## src/design/tlfd_pkg.sv

```systemverilog
// types, constants and helpers for the type-length frame decoder
package tlfd_pkg;

    typedef enum logic [1:0] {
        PH_HEADER  = 2'd0,
        PH_PAYLOAD = 2'd1,
        PH_HALTED  = 2'd2
    } phase_t;

    typedef enum logic [2:0] {
        K_TERM     = 3'd0,
        K_RESIZE   = 3'd1,
        K_OVERSIZE = 3'd2,
        K_BADLEN   = 3'd3,
        K_UNKNOWN  = 3'd4
    } kind_t;

    localparam logic [7:0]  TYPE_TERM   = 8'h00;
    localparam logic [7:0]  TYPE_RESIZE = 8'h01;

    localparam logic [1:0]  CFG_MAX_FRAME_LENGTH = 2'd0;
    localparam logic [1:0]  CFG_MAX_DIMENSION    = 2'd1;

    localparam logic [31:0] MAX_FRAME_LENGTH_RST = 32'd262144;
    localparam logic [15:0] MAX_DIMENSION_RST    = 16'd1000;

    // header bytes after the type byte
    localparam logic [2:0]  HDR_LAST      = 3'd4;
    // payload count saturates above the resize length
    localparam logic [2:0]  RESIZE_LEN    = 3'd4;
    localparam logic [2:0]  PCOUNT_SAT    = 3'd5;

    typedef struct packed {
        phase_t      phase;
        logic [2:0]  header_count;
        logic [7:0]  frame_type;
        logic [31:0] remaining_length;
        logic [23:0] resize_bytes;
        logic [2:0]  payload_count;
    } tlfd_state_t;

    typedef struct packed {
        logic [31:0] max_frame_length;
        logic [15:0] max_dimension;
    } tlfd_cfg_t;

    typedef struct packed {
        kind_t       kind;
        logic [7:0]  data_byte;
        logic        last_of_frame;
        logic [15:0] rows;
        logic [15:0] cols;
    } tlfd_result_t;

    // clamp to 1..max, a max of zero counts as one
    function automatic logic [15:0] bound_dim(input logic [15:0] v, input logic [15:0] max_dim);
        logic [15:0] hi;
        logic [15:0] r;
        hi = (max_dim == 16'd0) ? 16'd1 : max_dim;
        if (v == 16'd0)
            r = 16'd1;
        else if (v > hi)
            r = hi;
        else
            r = v;
        return r;
    endfunction

endpackage

```

## src/design/tlfd_step.sv

```systemverilog
// per-byte next state and result logic of the frame decoder
module tlfd_step
    import tlfd_pkg::*;
(
    input  tlfd_state_t  cur,
    input  tlfd_cfg_t    cfg,
    input  logic [7:0]   stream_byte,
    output tlfd_state_t  nxt,
    output logic         res_valid,
    output tlfd_result_t res
);

    logic [31:0] len_new;
    logic        oversize;
    logic [2:0]  pc_inc;
    logic        rem_one;
    logic        is_term;
    logic        is_resize;

    assign len_new   = {cur.remaining_length[23:0], stream_byte};
    assign oversize  = len_new > cfg.max_frame_length;
    assign pc_inc    = (cur.payload_count >= PCOUNT_SAT) ? PCOUNT_SAT
                                                         : cur.payload_count + 3'd1;
    assign rem_one   = cur.remaining_length == 32'd1;
    assign is_term   = cur.frame_type == TYPE_TERM;
    assign is_resize = cur.frame_type == TYPE_RESIZE;

    // next state
    always_comb
    begin
        nxt = cur;
        case (cur.phase)
            PH_HEADER:
            begin
                if (cur.header_count == 3'd0)
                begin
                    nxt.frame_type       = stream_byte;
                    nxt.remaining_length = 32'd0;
                    nxt.header_count     = 3'd1;
                end
                else
                begin
                    nxt.remaining_length = len_new;
                    if (cur.header_count != HDR_LAST)
                    begin
                        nxt.header_count = cur.header_count + 3'd1;
                    end
                    else
                    begin
                        nxt.header_count  = 3'd0;
                        nxt.resize_bytes  = 24'd0;
                        nxt.payload_count = 3'd0;
                        if (oversize)
                            nxt.phase = PH_HALTED;
                        else if (len_new == 32'd0)
                            nxt.phase = is_term ? PH_HEADER : PH_HALTED;
                        else
                            nxt.phase = PH_PAYLOAD;
                    end
                end
            end
            PH_PAYLOAD:
            begin
                nxt.payload_count    = pc_inc;
                nxt.remaining_length = cur.remaining_length - 32'd1;
                if (rem_one)
                begin
                    nxt.header_count = 3'd0;
                    nxt.phase = (is_term || (is_resize && pc_inc == RESIZE_LEN))
                                ? PH_HEADER : PH_HALTED;
                end
                else if (is_resize && pc_inc < RESIZE_LEN)
                begin
                    nxt.resize_bytes = {cur.resize_bytes[15:0], stream_byte};
                end
            end
            default:
            begin
                nxt = cur;
            end
        endcase
    end

    // result
    always_comb
    begin
        res_valid         = 1'b0;
        res.kind          = K_TERM;
        res.data_byte     = 8'd0;
        res.last_of_frame = 1'b0;
        res.rows          = 16'd0;
        res.cols          = 16'd0;
        case (cur.phase)
            PH_HEADER:
            begin
                if (cur.header_count == HDR_LAST)
                begin
                    if (oversize)
                    begin
                        res_valid = 1'b1;
                        res.kind  = K_OVERSIZE;
                    end
                    else if (len_new == 32'd0 && !is_term)
                    begin
                        res_valid = 1'b1;
                        res.kind  = is_resize ? K_BADLEN : K_UNKNOWN;
                    end
                end
            end
            PH_PAYLOAD:
            begin
                if (is_term)
                begin
                    res_valid         = 1'b1;
                    res.data_byte     = stream_byte;
                    res.last_of_frame = rem_one;
                end
                else if (rem_one)
                begin
                    res_valid = 1'b1;
                    if (!is_resize)
                    begin
                        res.kind = K_UNKNOWN;
                    end
                    else if (pc_inc == RESIZE_LEN)
                    begin
                        res.kind = K_RESIZE;
                        res.rows = bound_dim(cur.resize_bytes[23:8], cfg.max_dimension);
                        res.cols = bound_dim({cur.resize_bytes[7:0], stream_byte},
                                             cfg.max_dimension);
                    end
                    else
                    begin
                        res.kind = K_BADLEN;
                    end
                end
            end
            default:
            begin
                res_valid = 1'b0;
            end
        endcase
    end

endmodule

```

## src/design/type_length_frame_decoder_core.sv

```systemverilog
// top level of the type-length frame decoder
//
//  channel | direction | handshake           | payload
//  --------+-----------+---------------------+-----------------------------------------
//  in      | sink      | in_valid / in_ready | stream_byte
//  out     | source    | out_valid/out_ready | kind, data_byte, last_of_frame, rows, cols
//  cfg     | sink      | cfg_we (no wait)    | cfg_index, cfg_data
//
// one byte per cycle while in_ready is high: each accepted beat goes through the per-byte
// step logic straight into the result register and shows on out_valid in the next cycle
// in_ready is high whenever the result register is empty or being drained this cycle,
// so a result held by a stalled out blocks every input byte, header bytes included
// reset clears the decoder state, the result valid flag and restores both config registers
// after any error result the decoder halts: bytes are still taken but produce nothing
module type_length_frame_decoder_core
    import tlfd_pkg::*;
(
    input  logic        clk,
    input  logic        rst_n,

    input  logic        in_valid,
    output logic        in_ready,
    input  logic [7:0]  stream_byte,

    output logic        out_valid,
    input  logic        out_ready,
    output logic [2:0]  kind,
    output logic [7:0]  data_byte,
    output logic        last_of_frame,
    output logic [15:0] rows,
    output logic [15:0] cols,

    input  logic        cfg_we,
    input  logic [1:0]  cfg_index,
    input  logic [31:0] cfg_data
);

    tlfd_state_t  state_reg;
    tlfd_state_t  state_next;
    tlfd_cfg_t    cfg_reg;
    tlfd_result_t res_next;
    tlfd_result_t out_reg;
    logic         res_valid;
    logic         out_valid_reg;
    logic         in_accept;

    // result register acts as the skid between the two sides
    assign in_ready  = !out_valid_reg || out_ready;
    assign in_accept = in_valid && in_ready;

    tlfd_step u_step
    (
        .cur         (state_reg),
        .cfg         (cfg_reg),
        .stream_byte (stream_byte),
        .nxt         (state_next),
        .res_valid   (res_valid),
        .res         (res_next)
    );

    // decoder state advances only on an accepted beat
    always_ff @(posedge clk or negedge rst_n)
    begin
        if (!rst_n)
        begin
            state_reg.phase            <= PH_HEADER;
            state_reg.header_count     <= 3'd0;
            state_reg.frame_type       <= 8'd0;
            state_reg.remaining_length <= 32'd0;
            state_reg.resize_bytes     <= 24'd0;
            state_reg.payload_count    <= 3'd0;
        end
        else if (in_accept)
        begin
            state_reg <= state_next;
        end
    end

    // config writes take effect on the next beat, unknown indexes are dropped
    always_ff @(posedge clk or negedge rst_n)
    begin
        if (!rst_n)
        begin
            cfg_reg.max_frame_length <= MAX_FRAME_LENGTH_RST;
            cfg_reg.max_dimension    <= MAX_DIMENSION_RST;
        end
        else if (cfg_we)
        begin
            case (cfg_index)
                CFG_MAX_FRAME_LENGTH: cfg_reg.max_frame_length <= cfg_data;
                CFG_MAX_DIMENSION:    cfg_reg.max_dimension    <= cfg_data[15:0];
                default:              cfg_reg                  <= cfg_reg;
            endcase
        end
    end

    // result valid flag
    always_ff @(posedge clk or negedge rst_n)
    begin
        if (!rst_n)
            out_valid_reg <= 1'b0;
        else if (in_accept && res_valid)
            out_valid_reg <= 1'b1;
        else if (out_ready)
            out_valid_reg <= 1'b0;
    end

    // result payload, loaded only with a new result beat
    always_ff @(posedge clk)
    begin
        if (in_accept && res_valid)
            out_reg <= res_next;
    end

    assign out_valid     = out_valid_reg;
    assign kind          = out_reg.kind;
    assign data_byte     = out_reg.data_byte;
    assign last_of_frame = out_reg.last_of_frame;
    assign rows          = out_reg.rows;
    assign cols          = out_reg.cols;

endmodule

```

## config.mk

```make
export PLATFORM = sky130hd
export DESIGN_NAME = type_length_frame_decoder_core
export DESIGN_NICKNAME = d
export VERILOG_FILES = /design/src/design/tlfd_pkg.sv /design/src/design/tlfd_step.sv /design/src/design/type_length_frame_decoder_core.sv
export SDC_FILE = /design/constraint.sdc
export NUM_CORES = 1
export LEC_CHECK = 0
export BUFFER_PORTS_ARGS = -buffer_cell sky130_fd_sc_hd__buf_2
export CELL_PAD_IN_SITES_DETAIL_PLACEMENT = 1
export CELL_PAD_IN_SITES_GLOBAL_PLACEMENT = 1
export CORE_ASPECT_RATIO = 1.4
export CORE_UTILIZATION = 50
export DETAILED_ROUTE_END_ITERATION = 16
export PLACE_DENSITY_LB_ADDON = 0.1
export SLEW_MARGIN = 20
export SYNTH_ARGS = -nofsm -noshare
export SYNTH_HDL_FRONTEND = slang
export SYNTH_SLANG_ARGS = --single-unit
```

## constraint.sdc

```tcl
create_clock -name clk -period 10.39 [get_ports clk]
set_clock_uncertainty 0.1 [all_clocks]
set_input_delay 1.039 -clock clk [delete_from_list [all_inputs] [get_ports clk]]
set_output_delay 1.039 -clock clk [all_outputs]
set_load 0.03 [all_outputs]
```

==> results.tsv <==
stage	metric	value	unit
run_status	status	completed	
worst_setup_path	Required @ worst endpoint	10.36	ns
place	Post-DP HPWL	20300	µm
place	port bufs	92	
logic_synthesis	fraction of registers with async set/reset	0.733	
logic_synthesis	Synth Cell Area	9360	µm²
logic_synthesis	top-area cell type share of the netlist area	0.305	
sta	Slew HR	0.387	
floorplan	area of the core	18100	µm²
sta	Slew Viols, Final	0	
global_routing	first-pass GRT wire length	45100	µm
logic_synthesis	top cells by area, synth	dfrtp_1 30%, edfxtp_1 14%, ha_1 9.4%	
cts	clk sinks	165	
logic_synthesis	Yosys cell types	64	
cts	setup repair bufs after CTS	0	
logic_synthesis	FF+latch count, synth	165	
logic_synthesis	Post-synth top flop	dfrtp_1	
logic_synthesis	cell with the most instances after synthesis	dfrtp_1	
worst_setup_path	reg2reg setup slack	6.77	ns
worst_setup_path	crit path DAT	3.65	ns
logic_synthesis	largest area contributor in the netlist	dfrtp_1	
worst_setup_path	r2r worst-path depth	8	
floorplan	Die ar.	19300	µm²
sta	Fin. Hold Viols	0	
worst_setup_path	FF-to-FF End	cols[5]$_SDFFCE_PP0P_	
logic_synthesis	Post-Syn Nets	1069	
worst_setup_path	critical path class	in -> reg	
place	Place WS	6.30	ns
floorplan	Die Span Y	164	µm
sta	RSZ-0062 raised after global routing	no	
cts	H-tree levels	4	
sta	worst setup margin	6.71	ns
floorplan	# rows	58	
power_and_ir_drop	Peak VDD IR	190	µV
layout	ant diodes	0	
sta	Max Clk Rate	272	MHz
routing	Vias	7921	
sta	setup TNS	0	ns
hold_path	hold depth	1	
layout	max reg flops	72	
worst_setup_path	worst-path maximum fanout	44	
logic_synthesis	Post-synth EDFFs	44	
cts	post_cts resized	0	
worst_setup_path	reg2reg start	state_reg[50]$_DFFE_PN0P_	
logic_synthesis	Syn Area/Cell	9.83	µm²
cts	clock buffer count from CTS	17	
layout	layout cells sized above 1	0.185	
sta	Setup violations, final	0	
global_routing	antenna violations before repair	0	
routing	post-route ant nets	0	
routing	vias per inst	6.15	
cts	clk_lat worst skew	0.44	ns
global_routing	Global Route Usage Sum	0.306	
logic_synthesis	Synth warnings	0	
sta	Tmin final	3.68	ns
global_routing	vias in the first global route	8280	
hold_path	worst hold start	state_reg[61]$_DFFE_PN0P_	
run	maxcap violations	0	
place	GPL Wtd Cong	0.869	
sta	Worst Tran Pin Value	0.920	ns
power_and_ir_drop	Leakage	4.54	nW
cts	Hold Buf Count CTS	0	
logic_synthesis	sequential area share after synthesis	0.466	
logic_synthesis	Post-synth top cells	114 x dfrtp_1, 85 x nand2_1, 84 x a21oi_1	
routing	first-pass iteration count of the detailed router	6	
hold_path	hold endpoint	state_reg[61]$_DFFE_PN0P_	
layout	nets	1152	
layout	Area Overhead vs Synth	13.9	%
worst_setup_path	kind of end point of the critical path	flop	
floorplan	width of the chip	118	µm
global_routing	largest net degree at the start of global routing	68	
routing	routed length per instance	22.2	µm
floorplan	Initial Util	0.516	
cts	clock slew at reported path FFs	0.07	ns
cts	CTS Buffer Depth	2	
sta	Tcrit/Tclk final	0.354	
cts	CTS tree	built	
worst_setup_path	crit start category	input port	
global_routing	GRT overflow	0	
power_and_ir_drop	PD cells	252	nW/µm²
cts	clk root buf	clkbuf_16	
routing	drt total wl	28600	µm
floorplan	num ports	93	
logic_synthesis	cell count after synthesis	952	
routing	DRC viols	0	
hold_path	Hold WC Path Type	reg -> reg	
routing	number of DRC markers in iteration 0	543	
## report_power, final
group	internal [mW]	switching, mW
clock	0.345	0.294
sequential	0.818	0.249
combinational	0.406	0.579
## how the worst max path moves through the flow
stage                                   start                      to  depth (start not counted)
global placement               stream_byte[5]   cols[6]$_SDFFCE_PP0P_                          9
CTS                            stream_byte[5]   cols[5]$_SDFFCE_PP0P_                          9
floorplan                      stream_byte[7]   cols[0]$_SDFFCE_PP0P_                          7
finish                         stream_byte[5]   cols[5]$_SDFFCE_PP0P_                          9
global route        state_reg[50]$_DFFE_PN0P_   cols[5]$_SDFFCE_PP0P_                          8
detailed placement             stream_byte[5]  cols[13]$_SDFFCE_PP0P_                          9
## final cells by class
class,count,area (µm²)
inverter,66,248
multi-input combinational,678,4590
timing repair buffer,107,583
fill,2064,7480
tap,240,300
sequential,165,4360
clock buffer,19,443
clock inverter,13,140
## stage by stage
step	std cells	area, µm²	utilization	total power, mW	hold WS, ns
after global routing	1288	10700	0.588	2.85	0.431
final	1288	10700	0.588	2.69	0.424
after floorplan	952	9360	-	1.71	0.364
after global placement	1255	10100	0.555	2.00	0.390
after detailed placement	1255	10100	0.555	2.04	0.399
after CTS	1287	10600	0.587	2.69	0.423
## logic make-up (layout without fill, tap and decap cells)
| logic type | after synthesis | in the layout | synth area share |
|---|---|---|---|
| XOR/XNOR | 1 | 1 | 0.000936 |
| multiplexers | 57 | 57 | 0.0643 |
| AO/OA/AOI/OAI | 254 | 254 | 0.167 |
| flip-flops | 165 | 165 | 0.466 |
| adder cells (fa/ha/maj) | 70 | 70 | 0.0936 |
| buffers and inverters | 109 | 205 | 0.0481 |
| AND/OR/NAND/NOR | 296 | 296 | 0.160 |
## metal layers
metal | routed length [µm] | up-vias | global-route usage
met2 | 15400 | 195 | 0.565
li1 | - | 3656 | -
met5 | 0 | - | 0
met4 | 1450 | 0 | 0.175
met1 | 10900 | 3985 | 0.337
met3 | 842 | 85 | 0.0399
## worst max-delay path, stage by stage
cell	delay, ns
buf_2	0.18
ha_1	0.34
nand4_1	0.12
or3_1	0.38
a21o_1	0.15
a31oi_1	0.46
o31ai_1	0.25
a21oi_4	0.18
buf_4	0.50
## placed cells by master, fill, tap and decap left out, types with 32 or more instances in the layout
cell type and count:
a21oi_1 83, buf_2 91, dfrtp_1 114, edfxtp_1 44, ha_1 70, inv_1 66
mux2i_1 32, nand2_1 85, nor2_1 73, o21ai_0 75
Power figures use the tool's default switching activity.
